==> config.mk <==
export PLATFORM = sky130hd
export DESIGN_NAME = rci_fifo
export DESIGN_NICKNAME = d
export VERILOG_FILES = /design/src/hdl/rci_pkg.sv /design/src/hdl/rci_fifo.sv
export SDC_FILE = /design/constraint.sdc
export NUM_CORES = 1
export LEC_CHECK = 0
export BUFFER_PORTS_ARGS = -buffer_cell sky130_fd_sc_hd__buf_2
export CAP_MARGIN = 20
export CORE_MARGIN = 2
export CORE_UTILIZATION = 25
export DETAILED_ROUTE_END_ITERATION = 10
export PLACE_DENSITY_LB_ADDON = 0.25
export SLEW_MARGIN = 5
export SYNTH_ARGS = -nofsm -noshare
export SYNTH_HDL_FRONTEND = slang
export SYNTH_SLANG_ARGS = --single-unit
==> constraint.sdc <==
create_clock -name clk -period 2.25 [get_ports clk]
set_input_delay 0.45 -clock clk [delete_from_list [all_inputs] [get_ports clk]]
set_output_delay 0.45 -clock clk [all_outputs]
set_load 0.02 [all_outputs]
==> src/hdl/rci_pkg.sv <==
// shared types, constants and codes for the response curve interpolator
// no dependencies; imported by every module of the block
package rci_pkg;

  localparam int VW       = 16;  // value width
  localparam int MAXP     = 16;  // curve table depth
  localparam int PIW      = 4;   // point index width
  localparam int QDEPTH   = 4;   // front to back queue depth
  localparam int QAW      = 2;   // queue address width
  localparam int NST      = 42;  // back pipeline stages

  // register indexes
  localparam logic [1:0] CFG_AXIS_MIN    = 2'd0;
  localparam logic [1:0] CFG_AXIS_MAX    = 2'd1;
  localparam logic [1:0] CFG_POINT_COUNT = 2'd2;

  // status codes
  localparam logic [1:0] ST_OK    = 2'd0;
  localparam logic [1:0] ST_CLAMP = 2'd1;
  localparam logic [1:0] ST_SPAN  = 2'd2;

  typedef enum logic [1:0] {
    KIND_LOAD,
    KIND_PASS,
    KIND_POINT0,
    KIND_INTERP
  } kind_t;

  // classified beat handed from front to back
  typedef struct packed {
    kind_t           kind;
    logic [1:0]      status;
    logic [VW-1:0]   val;
    logic [PIW-1:0]  pidx;
    logic [VW-1:0]   vn;
    logic [VW-1:0]   span;
    logic [PIW-1:0]  bc;
  } item_t;

  // one back pipeline stage
  typedef struct packed {
    logic                vld;
    item_t               it;
    logic [VW-1:0]       bs;
    logic [4:0]          idx;
    logic [31:0]         rem;
    logic [VW-1:0]       t;
    logic [VW-1:0]       fs;
    logic signed [32:0]  p0;
    logic signed [32:0]  p1;
    logic                neg;
    logic [VW-1:0]       quo;
  } stage_t;

endpackage

==> src/hdl/rci_fifo.sv <==
// short queue that decouples the front end from the back pipeline
// depends on rci_pkg
module rci_fifo import rci_pkg::*; (
  input  logic   clk,
  input  logic   rst,
  input  logic   push,
  input  item_t  wdata,
  output logic   full,
  input  logic   pop,
  output logic   nempty,
  output item_t  rdata
);

  item_t          buf_q [QDEPTH];
  logic [QAW-1:0] wptr;
  logic [QAW-1:0] rptr;
  logic [QAW:0]   cnt;

  assign full   = (cnt == (QAW+1)'(QDEPTH));
  assign nempty = (cnt != '0);
  assign rdata  = buf_q[rptr];

  // pointers and fill count
  always_ff @(posedge clk) begin
    if (rst) begin
      wptr <= '0;
      rptr <= '0;
      cnt  <= '0;
    end else begin
      if (push) wptr <= wptr + 1'b1;
      if (pop)  rptr <= rptr + 1'b1;
      cnt <= cnt + (QAW+1)'(push) - (QAW+1)'(pop);
    end
  end

  // entries
  always_ff @(posedge clk) begin
    if (push) buf_q[wptr] <= wdata;
  end

endmodule

**Word-level counts from Yosys, hierarchy flattened**

Memory sizes are Yosys's and may differ from the RTL's. A register that Yosys moved wholly into a read port is not among the register bits.
Cells that the tools add are included.

- Add/sub/neg operators: 4
- Equality and inequality tests: 1
- Mux-type cells: 4
- Reduce and logical (&&, ||, !) cells: 1

Operators with widths:

| cell | count |
|---|---|
| $add A2 B1 Y2 const B | 2 |
| $mux W2 | 2 |
| $add A3 B1 Y3 | 1 |
| $eq A3 B3 Y1 const B | 1 |
| $reduce_bool A3 Y1 | 1 |
| $sub A3 B1 Y3 | 1 |
| $mux W1 | 2 |

- Flip-flop bits (word level): 7
- RAM bits: 240
- Input bits: 64
- Memories: 1

Memory list:

| name | depth | width | read ports | clocked after memory_dff | wr ports | RTL line | text |
|---|---|---|---|---|---|---|---|
| buf_q | 4 | 60 | 1 | 1 | 1 | rci_fifo.sv:14 | `item_t buf_q [QDEPTH];` |

**Longest topological paths before layout**

Gate-level depths: netlist of the first run.

- Word-level depth: 3
- Mapped depth: 7

**Worst setup path after synthesis of the first run**

Ideal clock, no wire load.

- Path kind: register -> register
- From: register wptr[0]
- To: memory buf_q[2][0] in the netlist's numbering (enable)
- Library setup time: 0.424 ns
- Arrival time: 1.958 ns
- Required time: 1.826 ns
- Slack: -0.132 ns
- Stages on the path, launching flop included: 4
- Path buffers: 0
- Period minus slack after synthesis: 2.382 ns
- Cells stage by stage: dfxtp_1 > inv_1 > ha_1 > and2_1

RTL lines:

| item | RTL line | text |
|---|---|---|
| from (decl) | rci_fifo.sv:15 | `logic [QAW-1:0] wptr;` |
| from (signal assigned) | rci_fifo.sv:30 | `if (push) wptr <= wptr + 1'b1;` |
| to (decl) | rci_fifo.sv:14 |  |

No word-level cell before the write port.

==> run_results.csv, run 1 <==
group,metric,value,unit
run_status,status,"finished with violations",
run_status,violations,"setup timing",
final_layout,drive_gt1_share,46.1,%
global_route,track_usage,10.0,%
power_and_ir_drop,p_sw_share,22.7,%
power_and_ir_drop,leakage,3.93,nW
global_route,grt_pass1_wl,28900,um
routing,wl,19100,um
synthesis,yosysWarnings,0,
final_layout,fillers,3483,
critical_path,crit_chain,"buf_6 -> buf_12 -> buf_16 -> mux4_2 -> buf_6",
routing,route.detailed.drc,0,
routing,wl_met3,1090,um
final_layout,layout_common_cells,"edfxtp_1 (240), buf_2 (67), mux4_2 (60)",
clocking,path_clk_slew,0.06,ns
clocking,ctsLongestPathBuffers,3,
final_layout,synthToLayoutAreaGrowth,28.4,%
synthesis,ys_types,21,
routing,wl_met1,8360,um
critical_path,critPathMaxFanout,7,
timing,fin_worst_skew,0.00946,ns
critical_path,worst-path-buf-inv,4,
routing,wl_per_cell,19.1,um
die,die_height,195,um
power_and_ir_drop,pwr-share-seq,49.1,%
final_layout,seq_area,7390,um^2
min_path,hold_path.class,"in -> reg",
die,core,36300,um^2
synthesis,synth_xor_area_share,0.451,%
routing,antenna_left,0,
power_and_ir_drop,combPwrFrac,13.5,%
clocking,cts_root_buf,"clkbuf_16",
synthesis,syn_avg_cell_area,25.7,um^2
power_and_ir_drop,p_total,11.0,mW
critical_path,cpLargestDelayFamily,"buffers and inverters",
synthesis,seq_area_frac_synth,80.6,%
critical_path,slowest_stage,"mux4_2",
die,die_area,38200,um^2
timing,whs,0.135,ns
timing,finalCritPeriodShare,105,%
global_route,grt_pass1_vias,4789,
global_route,grt.overflow.total,0,
global_route,antenna_found_initial,0,
synthesis,synth_adder_area_share,1.04,%
critical_path,critPathArrivalTime,1.92,ns
synthesis,synthMuxAreaShare,14.9,%
clocking,cts_buffers,27,
final_layout,fin_nets,585,
synthesis,synth_top_family_by_area,"multiplexers",
critical_path,setup.worst_path.end_class,"primary output",
clocking,htreeDepth,1,
timing,hold_viol,0,
timing,tightestPinTransition,0.426,ns
die,initial_core_util,25.2,%
routing,highest_layer,"met4",
routing,viasPerCell,4.15,
power_and_ir_drop,p_int,8.48,mW
timing,report.final.slew_viol_count,0,
synthesis,syn_nets,427,
synthesis,synth_simple_gate_area_share,0.833,%
die,rows,70,
power_and_ir_drop,vdd_drop_max,0.619,mV
final_layout,layout_commonest_cell,"edfxtp_1",
power_and_ir_drop,powerDensity,932,nW/um^2
timing,rsz0062_at_grt,"yes",
synthesis,synth_cells,356,
timing,setup_ws,-0.121,ns
timing,fmax,422,MHz
critical_path,slowest_delay,0.51,ns
critical_path,worstPathRequired,1.80,ns
critical_path,start_kind,"flip-flop",
power_and_ir_drop,power_frac_clock,37.3,%
routing,first_iter_violations,168,
timing,timing.final.crit_period,2.37,ns
final_layout,multi_input_area,1600,um^2
critical_path,path_common_cell,"buf_6",
synthesis,syn_area,9160,um^2
critical_path,crit_type,"reg -> out",
placement,portBuffers,125,
routing,wl_met2,9340,um
placement,hpwl,10400,um
final_layout,antenna_cells,0,
timing,slew_headroom,71.6,%
clocking,cts.sinks,249,
placement,globalplace.congestion,0.643,
routing,dr_total_vias,4141,
die,ios,126,
routing,dr.pass1.iters,4,
synthesis,synth_compound_area_share,0.164,%
timing,setup_violations,58,
flow_run,cap_violations,0,
synthesis,synth-seq-cells,249,
power_and_ir_drop,p_switching,2.49,mW
global_route,grt_start_max_net_pins,61,
clocking,clock_latency,0.52,ns
die,fp.dieW,195,um
clocking,cts_tree,"built",
[state kept, by name, summed over array words and instances (netlist names), named ones only]
register,cells
rptr,2
cnt,3
wptr,2
buf_q,240
[routing by layer]
layer / vias up / GRT usage, %
met1: 2179 / 12.8
li1: 1828 / -
met5: - / 0
met3: 24 / 2.30
met2: 110 / 17.1
met4: 0 / 2.91
[power groups by stage]
stage / Clock [mW] / Combinational, mW / Sequential (mW)
6_report: 4.10 / 1.49 / 5.39
4_1_cts: 4.25 / 1.50 / 5.39
3_3_place_gp: 0 / 1.17 / 5.48
5_1_grt: 4.42 / 1.60 / 5.41
2_1_floorplan: 0 / 0.786 / 5.47
3_5_place_dp: 0 / 1.19 / 5.50
[area by class of cell]
| type | count | area share, % |
|---|---|---|
| timing repair buffer | 143 | 11.5 |
| clock inverter | 14 | 1.02 |
| sequential | 249 | 62.8 |
| inverter | 6 | 0.191 |
| clock buffer | 32 | 5.90 |
| multi-input combinational | 87 | 13.6 |
| tap | 468 | 4.98 |
[metrics by stage]
step / utilization [%] / instance area, um^2 / TNS [ns] / cells / worst slack, ns
after CTS: 32.3 / 11700 / -10.28 / 1001 / -0.223
after global routing: 32.4 / 11800 / -10.37 / 999 / -0.201
after global placement: 28.5 / 10400 / 0 / 943 / 0.295
final: 32.4 / 11800 / -5.31 / 999 / -0.121
after floorplan: - / 9170 / 0 / 356 / 0.486
after detailed placement: 28.5 / 10400 / 0 / 943 / 0.242
[synthesized netlist by cell type, drive strengths merged]
cell / count / area share [%]
edfxtp: 240 / 79
mux4: 60 / 15
buf: 14 / 1.8
dfxtp: 9 / 2.0
ha: 6 / 0.82
inv: 6 / 0.25
nor2: 5 / 0.20
and2: 4 / 0.27
nor2b: 2 / 0.14
xnor2: 2 / 0.19
a21bo: 1 / 0.11
a21oi: 1 / 0.055
and3: 1 / 0.068
fa: 1 / 0.22
mux2i: 1 / 0.11
nand3b: 1 / 0.082
or3: 1 / 0.068
xor3: 1 / 0.26
[path summary, 6_finish.rpt]
check / from / to / slack [ns] / depth (start not counted)
worst max register to register: cnt[0] / cnt[2] / 0.48 / 7
worst min-delay path: wdata[43] / buf_q[0][43] / 0.13 / 1
worst min register to register: wptr[1] / wptr[1] / 0.56 / 2
worst max-delay path: flip-flop / rdata[37] / -0.12 / 5
[cells by family after synthesis]
| family | count (synthesis) |
|---|---|
| flip-flops | 249 |
| AND/OR/NAND/NOR | 14 |
| XOR/XNOR | 3 |
| multiplexers | 61 |
| adder cells (fa/ha/maj) | 7 |
| buffers and inverters | 20 |
| AO/OA/AOI/OAI | 2 |
[timing repair]
action	4_1_cts	5_1_grt
hold buffers	0	0
cloned	5	1
resized for setup	96	30
setup buffers	7	1
setup endpoints to repair	56	60
Note: power is estimated with default switching activity, not from simulation.
==> inputs of run 2 (changes only) <==
--- a/config.mk
+++ b/config.mk
@@ -8,7 +8,7 @@
 export BUFFER_PORTS_ARGS = -buffer_cell sky130_fd_sc_hd__buf_2
 export CAP_MARGIN = 20
 export CORE_MARGIN = 2
-export CORE_UTILIZATION = 25
+export CORE_UTILIZATION = 50
 export DETAILED_ROUTE_END_ITERATION = 10
 export PLACE_DENSITY_LB_ADDON = 0.25
 export SLEW_MARGIN = 5
==> run 2 against run 1 <==
Highest routed layer unchanged. Via count rose by 0.75%. Cell count fell by 23%. Largest cell class unchanged. Die area fell by 49%. Global-route usage rose by 7.0 points. Core utilization rose by 32 points. Total power fell by 1.5%. The flow still finishes with violations (setup timing).
==> run_results.csv, run 2 (same netlist as run 1, synthesis figures left out) <==
group,metric,value,unit
final_layout,largest_reg_flops,240,
global_route,grt_pass1_wl,25200,um
run_status,violations,"setup timing",
critical_path,worst-path-buf-inv,3,
global_route,grt_start_max_net_pins,27,
placement,portBuffers,125,
global_route,antenna_found_initial,2,
timing,whs,0.160,ns
routing,wl_per_cell,21.5,um
clocking,cts_buffers,25,
clocking,ctsLongestPathBuffers,3,
die,die_height,139,um
power_and_ir_drop,p_int,8.44,mW
final_layout,fillers,1199,
routing,viasPerCell,5.42,
critical_path,crit_chain,"buf_4 -> clkbuf_16 -> mux4_2 -> buf_2",
final_layout,top_register,"buf_q",
critical_path,critPathArrivalTime,1.88,ns
timing,tightestPinTransition,0.408,ns
timing,fmax,430,MHz
final_layout,synthToLayoutAreaGrowth,25.5,%
clocking,path_clk_slew,0.06,ns
clocking,cts_root_buf,"clkbuf_16",
critical_path,slowest_stage,"mux4_2",
run_status,status,"finished with violations",
placement,place_inst,712,
clocking,cts_hold_buf,0,
die,core,18000,um^2
min_path,hold_path.class,"in -> reg",
clocking,cts_tree,"built",
routing,first_iter_violations,178,
global_route,track_usage,17.0,%
power_and_ir_drop,p_sw_share,21.9,%
power_and_ir_drop,combPwrFrac,13.3,%
clocking,clock_latency,0.50,ns
timing,hold_viol,0,
timing,setup_violations,60,
clocking,htreeDepth,1,
routing,highest_layer,"met4",
timing,timing.final.crit_period,2.33,ns
routing,route.detailed.drc,0,
die,die_area,19400,um^2
critical_path,slowest_delay,0.51,ns
routing,dr_total_vias,4172,
routing,wl_met3,921,um
critical_path,cpLargestDelayFamily,"multiplexers",
timing,slew_headroom,72.8,%
power_and_ir_drop,pwr-share-seq,50.0,%
timing,finalCritPeriodShare,103,%
die,ios,126,
flow_run,cap_violations,0,
timing,setup_ws,-0.0774,ns
timing,tns,-2.95,ns
routing,dr.pass1.iters,4,
critical_path,cp.depth,4,
die,fp.dieW,139,um
placement,globalplace.congestion,0.716,
final_layout,drive_gt1_share,47.1,%
placement,hpwl,9860,um
routing,wl_met1,7210,um
critical_path,start_kind,"flip-flop",
routing,wl_met2,8150,um
timing,fin_worst_skew,0.00762,ns
die,rows,49,
power_and_ir_drop,p_switching,2.36,mW
critical_path,crit_type,"reg -> out",
power_and_ir_drop,p_total,10.8,mW
power_and_ir_drop,leakage,3.96,nW
critical_path,worstPathRequired,1.80,ns
routing,antenna_left,0,
power_and_ir_drop,vdd_drop_max,0.666,mV
power_and_ir_drop,power_frac_clock,36.7,%
timing,rsz0062_at_grt,"yes",
global_route,grt_pass1_vias,4368,
global_route,grt.overflow.total,0,
critical_path,setup.worst_path.end_class,"primary output",
routing,wl,16600,um
die,initial_core_util,51.0,%
critical_path,critPathMaxFanout,5,
final_layout,fin_nets,594,
timing,report.final.slew_viol_count,0,
clocking,cts.sinks,249,
final_layout,layout_commonest_cell,"edfxtp_1",
critical_path,reg2regPathDepth,7,
final_layout,top_regs,"buf_q (240), cnt (3)",
min_path,hold_path_depth,1,
final_layout,layout_common_cells,"edfxtp_1 (240), buf_2 (78), mux4_2 (60)",
final_layout,layout.cells.non_filler,770,
power_and_ir_drop,powerDensity,939,nW/um^2
==> run 2: changes by cell type in the layout (fill, tap and decap cells not counted), sizes merged <==
cell	previous run	this run
clkinv	11	10
buf	142	151
inv	7	6
bufinv	2	3
diode	0	2
==> run 2: power groups by stage <==
stage / Combinational [mW] / Clock, mW / Sequential [mW]
floorplan: 0.786 / 0 / 5.47
global placement: 1.15 / 0 / 5.49
detailed placement: 1.17 / 0 / 5.51
CTS: 1.34 / 4.05 / 5.40
global route: 1.54 / 4.24 / 5.41
finish: 1.44 / 3.96 / 5.40
==> run 2: metrics by stage <==
stage / area, um^2 / setup slack, ns / utilization [%]
finish: 11500 / -0.0774 / 64.0
floorplan: 9170 / 0.486 / -
global route: 11500 / -0.138 / 64.0
detailed placement: 10200 / 0.225 / 56.6
global placement: 10200 / 0.320 / 56.6
CTS: 11300 / -0.102 / 62.7
==> run 2: cell type report <==
cell class / count / area, um^2 / area share (%)
inverters: 6 / 22.5 / 0.196
well taps: 229 / 287 / 2.49
clock buffers: 30 / 644 / 5.60
flip-flops and latches: 249 / 7390 / 64.3
repair buffers: 154 / 1410 / 12.3
diodes: 2 / 5.00 / 0.0435
multi-input cells: 87 / 1600 / 13.9
clock inverters: 13 / 141 / 1.23
==> run 2: what timing repair did <==
action / 4_1_cts / 5_1_grt
buffers inserted: 6 / 0
resized for setup: 42 / 55
hold endpoints to repair: 0 / 0
gates cloned: 4 / 3
endpoints found under the setup margin: 55 / 60
==> run 2: path summary, 6_finish.rpt <==
path	slack (ns)	endpoint	from
setup / recovery	-0.08	rdata[56]	flip-flop
hold / removal	0.16	buf_q[2][46]	wdata[46]
setup reg to reg	0.45	cnt[2]	cnt[0]
hold reg to reg	0.54	flip-flop	rptr[0]
==> run 2: worst reg2reg max path: cells and delay by family (launching register included) <==
kind	cells	cell delay, ns
adders and majority gates	3	0.86
xor gates and xnor gates	1	0.38
DFF	1	0.33
buffers and inverters	2	0.10
and+or+nand+nor	1	0.04
==> run 2: routing by layer <==
| metal | global-route usage (%) | vias to the layer above |
|---|---|---|
| li1 | - | 1854 |
| met4 | 4.25 | 0 |
| met5 | 0 | - |
| met3 | 3.79 | 28 |
| met2 | 27.8 | 124 |
| met1 | 23.8 | 2166 |
