--- config.mk ---
export PLATFORM = sky130hd
export DESIGN_NAME = rci_front
export DESIGN_NICKNAME = d
export VERILOG_FILES = /design/src/hdl/rci_pkg.sv /design/src/hdl/rci_front.sv
export SDC_FILE = /design/constraint.sdc
export NUM_CORES = 1
export LEC_CHECK = 0
export BUFFER_PORTS_ARGS = -buffer_cell sky130_fd_sc_hd__buf_2
export CAP_MARGIN = 5
export CORE_ASPECT_RATIO = 0.6
export CORE_UTILIZATION = 46
export DETAILED_ROUTE_END_ITERATION = 10
export PLACE_DENSITY = 0.89
export SLEW_MARGIN = 30
export SYNTH_ARGS = -nofsm -noshare
export SYNTH_HDL_FRONTEND = slang
export SYNTH_SLANG_ARGS = --single-unit
--- constraint.sdc ---
create_clock -name vclk -period 5.5
set_clock_uncertainty 0.1 [all_clocks]
set_input_delay 0.55 -clock vclk [all_inputs]
set_output_delay 0.55 -clock vclk [all_outputs]
set_load 0.05 [all_outputs]
--- src/hdl/rci_pkg.sv ---
// shared types, constants and codes for the response curve interpolator
// no dependencies; imported by every module of the block
package rci_pkg;

  localparam int VW       = 16;  // value width
  localparam int MAXP     = 16;  // curve table depth
  localparam int PIW      = 4;   // point index width
  localparam int QDEPTH   = 4;   // front to back queue depth
  localparam int QAW      = 2;   // queue address width
  localparam int NST      = 42;  // back pipeline stages

  // register indexes
  localparam logic [1:0] CFG_AXIS_MIN    = 2'd0;
  localparam logic [1:0] CFG_AXIS_MAX    = 2'd1;
  localparam logic [1:0] CFG_POINT_COUNT = 2'd2;

  // status codes
  localparam logic [1:0] ST_OK    = 2'd0;
  localparam logic [1:0] ST_CLAMP = 2'd1;
  localparam logic [1:0] ST_SPAN  = 2'd2;

  typedef enum logic [1:0] {
    KIND_LOAD,
    KIND_PASS,
    KIND_POINT0,
    KIND_INTERP
  } kind_t;

  // classified beat handed from front to back
  typedef struct packed {
    kind_t           kind;
    logic [1:0]      status;
    logic [VW-1:0]   val;
    logic [PIW-1:0]  pidx;
    logic [VW-1:0]   vn;
    logic [VW-1:0]   span;
    logic [PIW-1:0]  bc;
  } item_t;

  // one back pipeline stage
  typedef struct packed {
    logic                vld;
    item_t               it;
    logic [VW-1:0]       bs;
    logic [4:0]          idx;
    logic [31:0]         rem;
    logic [VW-1:0]       t;
    logic [VW-1:0]       fs;
    logic signed [32:0]  p0;
    logic signed [32:0]  p1;
    logic                neg;
    logic [VW-1:0]       quo;
  } stage_t;

endpackage

--- src/hdl/rci_front.sv ---
// front end: classifies each input beat and clamps the reading
// depends on rci_pkg
module rci_front import rci_pkg::*; (
  input  logic              mode,
  input  logic [VW-1:0]     axis_value,
  input  logic [PIW-1:0]    point_index,
  input  logic [VW-1:0]     point_value,
  input  logic [VW-1:0]     axis_min,
  input  logic [VW-1:0]     axis_max,
  input  logic [4:0]        point_count,
  output item_t             item
);

  logic [4:0]         n5;
  logic [4:0]         bc5;
  logic signed [16:0] span;
  logic signed [16:0] v;
  logic signed [16:0] amin;
  logic signed [16:0] amax;
  logic signed [16:0] vc;
  logic [16:0]        vn;

  // effective point count and span
  assign n5   = (point_count > 5'(MAXP)) ? 5'(MAXP) : point_count;
  assign bc5  = n5 - 5'd1;
  assign amin = $signed({axis_min[VW-1], axis_min});
  assign amax = $signed({axis_max[VW-1], axis_max});
  assign v    = $signed({axis_value[VW-1], axis_value});
  assign span = amax - amin;

  // clamp into range
  assign vc = (v < amin) ? amin : ((v > amax) ? amax : v);
  assign vn = 17'(vc - amin);

  // classify
  always_comb begin
    item        = '0;
    item.kind   = KIND_INTERP;
    item.status = ST_OK;
    item.val    = axis_value;
    item.pidx   = point_index;
    item.vn     = vn[VW-1:0];
    item.span   = span[VW-1:0];
    item.bc     = bc5[PIW-1:0];
    if (mode) begin
      item.kind = KIND_LOAD;
      item.val  = point_value;
    end else if (n5 == 5'd0) begin
      item.kind = KIND_PASS;
    end else if (n5 == 5'd1) begin
      item.kind = KIND_POINT0;
    end else if (span < $signed({12'd0, bc5})) begin
      item.kind   = KIND_POINT0;
      item.status = ST_SPAN;
    end else if (v < amin || v > amax) begin
      item.status = ST_CLAMP;
    end
  end

endmodule

=== Word-level counts from Yosys, hierarchy flattened ===
Index checks and enable logic that the tools add are counted.
W data, S select, Z words.

* Add/sub/neg operators: 3
* Magnitude comparators: 4
* Eq/ne operators: 1
* Multiplexer cells: 13
* Reduce and logical (&&, ||, !) cells: 2

{| class="wikitable"
|+ Operator list
! kind !! number
|-
| $mux W16 || 3
|-
| $lt A17 B6 Y1 || 1
|-
| $sub A16 B16 Y17 || 1
|-
| $gt A16 B16 Y1 || 1
|-
| $lt A16 B16 Y1 || 1
|-
| $sub A16 B16 Y16 || 1
|-
| $mux W2 || 6
|-
| $eq A5 B1 Y1 const B || 1
|-
| $gt A5 B5 Y1 const B || 1
|-
| $logic_not A5 Y1 || 1
|-
| $mux W5 || 1
|-
| $sub A5 B1 Y5 const B || 1
|-
| $mux W1 || 3
|-
| $logic_or A1 B1 Y1 || 1
|}

* Register bits after elaboration: 0
* Bits of input ports: 74
* Output and inout port bits: 60
* Logic and storage cells: 23

=== Longest topological paths before layout ===
Gate-level depths: netlist of the first run.

* Depth in word-level cells: 8
* Mapped depth: 22
* Gate-level depth less buffers: 21

=== Worst setup path before layout of the first run ===
OpenSTA, ideal clock, no wires.

* Path type: input-to-output
* From: input axis_min[5]
* To: output item[35] (netlist bit)
* Arrival: 5.300 ns
* Required time: 4.850 ns
* Slack: -0.450 ns
* Stages on the path: 21
* Path buffers: 1
* Cells stage by stage: inv_1 ha_1 a21oi_1 nor2_1 a2111oi_0 a21o_1 a21oi_1 o21ai_0 clkbuf_1 mux2i_1 inv_1 ha_1 nor2b_1 o31a_1 nor3_1 or3_1 a31oi_1 and4_1 a2111oi_0 a21oi_1 xnor2_1

{| class="wikitable"
|+ RTL lines
! what !! line !! RTL
|-
| from (decl) || rci_front.sv:8 || <nowiki>input logic [VW-1:0] axis_min,</nowiki>
|-
| to (decl) || rci_front.sv:11 || <nowiki>output item_t item</nowiki>
|}

==> reports/results.env, run 1 <==
OUTCOME='finished clean'
GLOBALROUTE.TOTALOVERFLOW=0
WIRELENGTH_UM=9030
FP.COREAREA_UM2=6170
YOSYS.AREA_SHARE.SIMPLE_PCT=20.4
DRT_DRC_VIOLATIONS_LEFT=0
POSTSYNTHCELLCOUNT=416
POSTLAYOUTCOREUTIL_PCT=63.5
POST_SYNTH_INSTANCE_AREA_UM2=2960
SYN2LAYOUT_AREA_GROWTH_PCT=32.3
ANTENNA_DIODE_COUNT=0
NETS_FINISH=701
FINALHOLDVIOLCOUNT=0
SLEW_VIOL_FINAL=0
NUM-CLOCK-BUFFERS=0
DR.FIRST_ITER.DRC_COUNT=146
TIMING.CRITICAL_PATH.FANOUT_MAX=6
WORST_EP_ARRIVAL_TIME_NS=4.70
DETAILED_PLACER_S_ENDING_HPWL_UM=7820
DIEAREA_UM2=6770
LAYOUT_SEQUENTIAL_CELL_COUNT=0
SYNTH.YOSYS.WARNINGS=0
SYNTH.AREA.MUX_SHARE_PCT=7.06
PLACEMENT.IO_BUFFERS=126
STARTPOINT_TYPE='primary input'
POST_ROUTE_CELLS_DRIVE_ABOVE_1_SHARE_PCT=33.6
DOMINANT_COMBINATIONAL_CELL_FAMILY_BY_AREA_AFTER_SYNTHESIS='adder cells'
SLEW_HEADROOM_PCT=65.5
SYN-MEAN-INSTANCE-AREA_UM2=7.12
CRITICAL_PATH_REQUIRED_NS=4.85
FMAX_MHz=187
POST_SYNTH_NET_TOTAL=561
INITIAL_ANTENNA_VIOLATION_COUNT=0
SYNTH-COMPOUND-AREA-SHARE_PCT=25.4
DIEHEIGHT_UM=64.1
GRT_PASS1_VIAS=3293
ANT_NETS=0
FINALSETUPVIOLCOUNT=0
VIAS_CELL=5.50
CRITICAL_PATH.ENDPOINT_TYPE='primary output'
DIE-WIDTH_UM=106
CRITPATHMAXSTAGEDELAY_NS=0.38
SYNTH.YOSYS.SEQ_AREA_SHARE_PCT=0
YOSYSMOSTFREQUENTCELL='ha_1'
GRT_FIRST_PASS_WIRELENGTH_UM=14700
SEQCELLAREA_UM2=0
SLOWEST_STAGE='a2111oi_4'
HP-CLASS='in2out'
SYNTH.AREA.TOP_CELLS='ha_1 29%, xnor2_1 6.8%, a21oi_1 6.8%'
SYNTH_XOR_AREA_SHARE_PCT=8.28
ROW_COUNT=22
GP_CONGESTION=0.886
FIN_CRIT_PERIOD_NS=5.35
DRT-WIRELENGTH-PER-CELL_UM=14.1
IOPINCOUNT=134
SYNTH.CELLS.MOST_FREQUENT='69 x ha_1, 50 x inv_1, 40 x a21oi_1, 38 x nor2_1, 23 x xnor2_1'
CTS-HOLD-FIX-BUFFERS=0
GRT_START_MAX_NET_PINS=25
TIMING_WORST_SLEW_PIN_VALUE_NS=0.518
FINALNONFILLERCELLS=638
MAX_CAP_VIOL=0
SYNTH_LARGEST_AREA_CELL='ha_1'
SYNTH_TOP_AREA_SHARE_PCT=29.2
POWER.STATIC_LEAKAGE_uW=0.00206
SYNTHADDERAREAFRAC_PCT=30.5
POST_CTS.REPAIR.SETUP_BUFFERS=0
CP_CELL_SEQUENCE='buf_2 > inv_1 > ha_1 > a21o_1 > a21oi_1 > o211ai_1 > a211o_1 > o21ai_4 > o21ai_0 > mux2i_1 > inv_1 > ha_1 > nor2b_1 > o31a_1 > nor3_1 > or3_4 > a31oi_2 > and4_1 > a2111oi_4 > a21oi_2 > xnor2_4 > buf_4'
NUM_VIAS=3507
DPL.CELL_COUNT=638
CRIT_TYPE='in2out'
DRT_FIRST_PASS_ITERS=4
PEAKVDDDROP_mV=0.278
STARTING_UTILIZATION_OF_THE_CORE_AREA_PCT=48.0
FINAL_MIN_PERIOD_OVER_CLOCK_PERIOD_PCT=97.2
GRT_USAGE_PCT=26.1
SYNTH.DISTINCT_CELLS=52
CELLPOWERDENSITY_nW_PER_UM2=260
[metrics by stage]
stage / hold WS, ns / TNS [ns] / setup slack [ns] / area (um^2) / power, uW
2_1_floorplan: 1.17 / 0 / 0.00711 / 2980 / 753
3_3_place_gp: 1.00 / -0.0566 / -0.0566 / 3840 / 964
3_5_place_dp: 1.00 / -0.240 / -0.186 / 3840 / 981
4_1_cts: 1.00 / -0.0155 / -0.0155 / 3850 / 991
5_1_grt: 1.00 / -0.110 / -0.0656 / 3920 / 1090
6_report: 1.00 / 0 / 0.154 / 3920 / 1020
[power by group]
| group | total, uW | switching [uW] | internal (uW) | leakage [uW] |
|---|---|---|---|---|
| logic | 1020 | 684 | 333 | 0.00206 |
| clock network | 0 | 0 | 0 | 0 |
| registers | 0 | 0 | 0 | 0 |
| total | 1020 | 684 | 333 | 0.00206 |
[logic make-up (layout without fill, tap and decap cells)]
logic type,after synthesis,after routing
multiplexers,19,19
AO/OA/AOI/OAI,114,114
AND/OR/NAND/NOR,122,122
adder cells (fa/ha/maj),71,71
XOR/XNOR,28,28
buffers and inverters,62,200
[placed cells by master, fill, tap and decap left out, types with 13 or more instances in the layout]
cell      netlist  routed
nor3_1         20      20
inv_1          50      50
a211oi_1       13      13
o21ai_0        17      14
buf_2           0     123
nand2_1        21      21
buf_4           4      25
mux2_2         15      15
ha_1           69      69
a21oi_1        40      37
xnor2_1        23      22
nor2_1         38      38
[layer usage]
layer	track usage [%]	part of all wire, %	wire [um]	vias to the layer above
li1	-	-	-	1774
met2	46.0	45	4080	106
met4	5.21	2.1	189	0
met3	1.94	4.6	412	14
met5	0	0	0	-
met1	35.1	48	4350	1613
[critical path: cells and delay by family]
family | cells | cell delay (ns)
compound gates | 10 | 1.98
xor+xnor | 1 | 0.15
simple gates | 4 | 0.84
buf+inv | 4 | 0.42
mux | 1 | 0.17
fa+ha+maj | 2 | 0.57
[cell type report]
type / instances / area (um^2)
Multi-Input combinational cell: 354 / 2800
Fill cell: 569 / 2250
Timing Repair Buffer: 150 / 826
Inverter: 50 / 188
Tap cell: 84 / 105
[path summary, 6_finish.rpt]
kind                            from  depth (start not counted)        to
worst min-delay path  point_index[3]                          0  item[39]
worst max-delay path    axis_max[13]                         22  item[35]
[timing repair]
item | CTS | global route
endpoints found under the setup margin | 2 | 4
pin swaps | 0 | 3
gates resized for setup | 2 | 19
Note: power is estimated with default switching activity, not from simulation.
==> run 2, diff against run 1 <==
Settings changed: MAX_ROUTING_LAYER from default to met4.
==> reports/results.env, run 2 (synthesized netlist as in run 1, its figures left out) <==
TIMING.CRITICAL_PATH.FANOUT_MAX=6
DETAILED_PLACER_S_ENDING_HPWL_UM=7850
DIEHEIGHT_UM=64.1
TIMING.CRITICAL_PATH.MAX_DELAY_FAMILY='compound AO/OA/AOI/OAI gates'
IOPINCOUNT=134
NUM_VIAS=3563
LAYOUT_SEQUENTIAL_CELL_COUNT=0
TIMING_WORST_SLEW_PIN_VALUE_NS=0.533
GLOBALROUTE.TOTALOVERFLOW=0
SLEW_VIOL_FINAL=0
HP-CLASS='in2out'
CELLPOWERDENSITY_nW_PER_UM2=258
CRITICAL_PATH_REQUIRED_NS=4.85
STARTPOINT_TYPE='primary input'
STARTING_UTILIZATION_OF_THE_CORE_AREA_PCT=48.0
GP_CONGESTION=1.00
FP.COREAREA_UM2=6170
REPORT.POWER.TOTAL_uW=1030
NUM-CLOCK-BUFFERS=0
POWER.STATIC_LEAKAGE_uW=0.00208
WORST_EP_ARRIVAL_TIME_NS=4.59
LAYOUT_COMMON_CELLS='123 x buf_2, 66 x ha_1, 49 x inv_1'
SYN2LAYOUT_AREA_GROWTH_PCT=34.8
ANT_NETS=0
FIN_CRIT_PERIOD_NS=5.24
OUTCOME='finished clean'
MAX_CAP_VIOL=0
DRT_FIRST_PASS_ITERS=4
CRIT_TYPE='in2out'
CTS-HOLD-FIX-BUFFERS=0
GRT_FIRST_PASS_WIRELENGTH_UM=14200
CRITICAL_PATH.ENDPOINT_TYPE='primary output'
PLACEMENT.IO_BUFFERS=126
INITIAL_ANTENNA_VIOLATION_COUNT=0
DRT_DRC_VIOLATIONS_LEFT=0
FINAL.SETUP.TNS_NS=0
CP_CELL_SEQUENCE='buf_2 > inv_1 > ha_4 > a21o_1 > a21oi_1 > o211ai_1 > a211o_1 > o21ai_4 > nor2_1 > a211oi_1 > a21oi_1 > ha_1 > o21a_1 > o31a_1 > nor3_2 > or3_1 > a31oi_1 > and4_1 > a2111oi_4 > a21oi_2 > xnor2_4 > clkbuf_4'
MOSTFREQUENTLAYOUTCELL='buf_2'
VIAS_CELL=5.54
FINALSETUPVIOLCOUNT=0
SLEW_HEADROOM_PCT=64.2
SLOWEST_STAGE='or3_1'
FINALHOLDVIOLCOUNT=0
POST_ROUTE_CELLS_DRIVE_ABOVE_1_SHARE_PCT=34.9
NETS_FINISH=706
DIEAREA_UM2=6770
MOST_COMMON_CELL_ON_CRIT_PATH='a21oi_1'
GRT_START_MAX_NET_PINS=25
DRT-WIRELENGTH-PER-CELL_UM=14.3
SEQCELLAREA_UM2=0
CRITPATHMAXSTAGEDELAY_NS=0.41
FINAL_MIN_PERIOD_OVER_CLOCK_PERIOD_PCT=95.3
NUMBER_OF_BUFFER_AND_INVERTER_STAGES_ON_THE_CRITICAL_PATH=3
GRT_PASS1_VIAS=3165
WIRELENGTH_UM=9210
ANTENNA_DIODE_COUNT=0
FMAX_MHz=191
DIE-WIDTH_UM=106
PEAKVDDDROP_mV=0.280
GRT_USAGE_PCT=26.2
DR.FIRST_ITER.DRC_COUNT=205
ROW_COUNT=22
==> run 2: cell count changes in the layout (fill, tap and decap cells not counted), sizes merged <==
cell | previous run | this run
buf | 150 | 154
clkbuf | 0 | 1
==> run 2: stage by stage <==
stage	area (um^2)	std cells	utilization [%]	setup WS (ns)	hold WS (ns)
2_1_floorplan	2980	416	-	0.00711	1.17
3_3_place_gp	3850	639	62.5	0.0367	1.00
3_5_place_dp	3850	639	62.5	-0.134	1.00
4_1_cts	3860	639	62.5	0.00470	1.00
5_1_grt	3990	643	64.7	-0.0297	1.00
6_report	3990	643	64.7	0.259	1.00
==> run 2: final timing paths <==
check / startpoint / end / slack (ns) / cells past startpoint
worst max-delay path: axis_max[13] / item[35] / 0.26 / 22
worst min-delay path: point_index[3] / item[39] / 1.00 / 0
==> run 2: where the power goes <==
part | leakage (uW) | switching (uW) | internal (uW)
sequential | 0 | 0 | 0
clock | 0 | 0 | 0
combinational | 0.00208 | 688 | 341
==> run 2: what timing repair did <==
item / CTS / global route
pin swaps: 0 / 10
hold endpoints to repair: 0 / 0
endpoints found under the setup margin: 2 / 4
buffers inserted: 0 / 4
resized for setup: 1 / 24
==> run 2: cell type report <==
class	count	area [um^2]
fill	567	2180
inverter	50	188
multi-input combinational	354	2830
tap	84	105
timing repair buffer	155	863
==> run 2: per-layer routing <==
metal / vias up / share of wire [%] / track usage (%)
li1: 1787 / - / -
met3: 10 / 6.9 / 1.02
met1: 1628 / 46 / 36.3
met5: - / 0 / -
met2: 138 / 45 / 44.4
met4: 0 / 1.4 / 1.91
==> run 3, diff against run 2 <==
Settings changed: CORE_UTILIZATION 46 to 40, PLACE_DENSITY 0.89 to 0.8, RECOVER_POWER from default to 100.
==> reports/results.env, run 3 (synthesized netlist as in run 1, its figures left out) <==
CRITICAL_PATH.ENDPOINT_TYPE='primary output'
POST_ROUTE_CELLS_DRIVE_ABOVE_1_SHARE_PCT=25.5
RSZ0062_AT_GRT='true'
LAYOUT_COMMON_CELLS='80 x buf_2, 69 x ha_1, 50 x inv_1'
WORST_EP_ARRIVAL_TIME_NS=4.66
FINALNONFILLERCELLS=641
OUTCOME='finished clean'
LAYOUT.FILLER_CELLS=708
DETAILED_PLACER_S_ENDING_HPWL_UM=8140
DRT_DRC_VIOLATIONS_LEFT=0
MAX_CAP_VIOL=0
PLACEMENT.IO_BUFFERS=126
STARTPOINT_TYPE='primary input'
HOLD_PATH_STARTPOINT='point_index[0]'
MOST_COMMON_CELL_ON_CRIT_PATH='a21oi_1'
REPORT.POWER.TOTAL_uW=1010
STARTING_UTILIZATION_OF_THE_CORE_AREA_PCT=42.9
SYN2LAYOUT_AREA_GROWTH_PCT=30.5
POWER.STATIC_LEAKAGE_uW=0.00194
FIN_CRIT_PERIOD_NS=5.31
FINAL_MIN_PERIOD_OVER_CLOCK_PERIOD_PCT=96.5
DESIGN_AREA_UM2=3860
FINAL.SETUP.TNS_NS=0
GRT_FIRST_PASS_WIRELENGTH_UM=15100
SLEW_HEADROOM_PCT=15.3
WORST_HOLD_SLACK_NS=1.00
SLOWEST_STAGE='a211o_1'
TIMING.CRITICAL_PATH.FANOUT_MAX=24
GRT_USAGE_PCT=24.7
WORST_HOLD_PATH.ENDPOINT='item[36]'
DR.FIRST_ITER.DRC_COUNT=156
GRT_START_MAX_NET_PINS=25
FINALSETUPVIOLCOUNT=0
MOSTFREQUENTLAYOUTCELL='buf_2'
TIMING_WORST_SLEW_PIN_VALUE_NS=1.27
HP-CLASS='in2out'
IOPINCOUNT=134
WIRELENGTH_UM=9370
DPL.CELL_COUNT=640
ROW_COUNT=23
NUM_VIAS=3480
DRT-WIRELENGTH-PER-CELL_UM=14.6
CRIT_TYPE='in2out'
DIE-WIDTH_UM=113
ANT_NETS=0
CP_CELL_SEQUENCE='buf_2 > ha_1 > a21o_1 > a21oi_1 > o211ai_1 > a211o_1 > o21ai_4 > buf_6 > nor2_1 > a211oi_1 > a21oi_1 > ha_1 > buf_4 > a21boi_1 > o211ai_1 > a21oi_2 > nand4b_1 > a31o_2 > a21oi_1 > xnor2_1 > buf_4'
FMAX_MHz=188
PEAKVDDDROP_mV=0.203
NUM-CLOCK-BUFFERS=0
LAYOUT_SEQUENTIAL_CELL_COUNT=0
DETAILED_PLACE.AREA_UM2=3840
GP_CONGESTION=0.839
CTS-HOLD-FIX-BUFFERS=0
NETS_FINISH=700
INITIAL_ANTENNA_VIOLATION_COUNT=1
DRT_FIRST_PASS_ITERS=4
HOLDPATHSTAGES=0
POST_CTS.REPAIR.SETUP_BUFFERS=0
DIEHEIGHT_UM=68.6
DIEAREA_UM2=7760
VIAS_CELL=5.43
CRITICAL_PATH_REQUIRED_NS=4.85
CRITPATHMAXSTAGEDELAY_NS=0.33
GRT_PASS1_VIAS=3364
FINALHOLDVIOLCOUNT=0
SLEW_VIOL_FINAL=0
SEQCELLAREA_UM2=0
CELLPOWERDENSITY_nW_PER_UM2=260
FP.COREAREA_UM2=6910
GLOBALROUTE.TOTALOVERFLOW=0
run 3: cell types whose count changed in the layout (fill, tap and decap cells not counted), sizes merged:
cell	before	now
diode	0	1
clkbuf	1	42
buf	154	107
run 3: worst max-delay path: cells and delay by family:
family / cells / cell delay, ns
AND/OR/NAND/NOR: 2 / 0.28
buffers and inverters: 4 / 0.72
XOR/XNOR: 1 / 0.13
adder cells (fa/ha/maj): 2 / 0.60
AO/OA/AOI/OAI: 12 / 2.37
run 3: worst max path at each step:
stage                       start  endpoint  slack (ns)
floorplan             axis_min[5]  item[35]       0.007
global placement      axis_min[1]  item[35]       -0.05
finish              axis_value[9]  item[34]        0.19
global route          axis_max[9]  item[34]       -0.09
detailed placement   axis_max[13]  item[35]       -0.18
CTS                 axis_value[9]  item[35]       0.002
run 3: per-stage QoR:
stage               setup slack (ns)  utilization [%]
floorplan                    0.00711                -
global placement             -0.0537             55.6
detailed placement            -0.177             55.6
CTS                          0.00174             55.8
global route                 -0.0914             55.9
finish                         0.190             55.9
run 3: final cells by class:
type                       instances  area (um^2)  area share [%]
inverter                          50          188            4.86
antenna                            1         2.50          0.0648
tap                               87          109            2.82
timing repair buffer             149          768            19.9
multi-input combinational        354         2800            72.4
run 3: routing by layer:
layer	up-vias	wire (um)	global-route usage, %
met5	-	0	-
met4	0	162	3.62
met3	14	551	1.49
met2	113	4230	45.2
met1	1582	4430	31.2
li1	1771	-	-
run 3: power by group:
group | internal, uW | switching [uW] | total [uW]
registers | 0 | 0 | 0
clock network | 0.0000243 | 0 | 0.0000243
logic | 320 | 686 | 1010
run 3: timing repair:
| item | in CTS | in global routing |
|---|---|---|
| gates resized for setup | 3 | 21 |
| endpoints found under the setup margin | 2 | 5 |
| pin swaps | 0 | 4 |
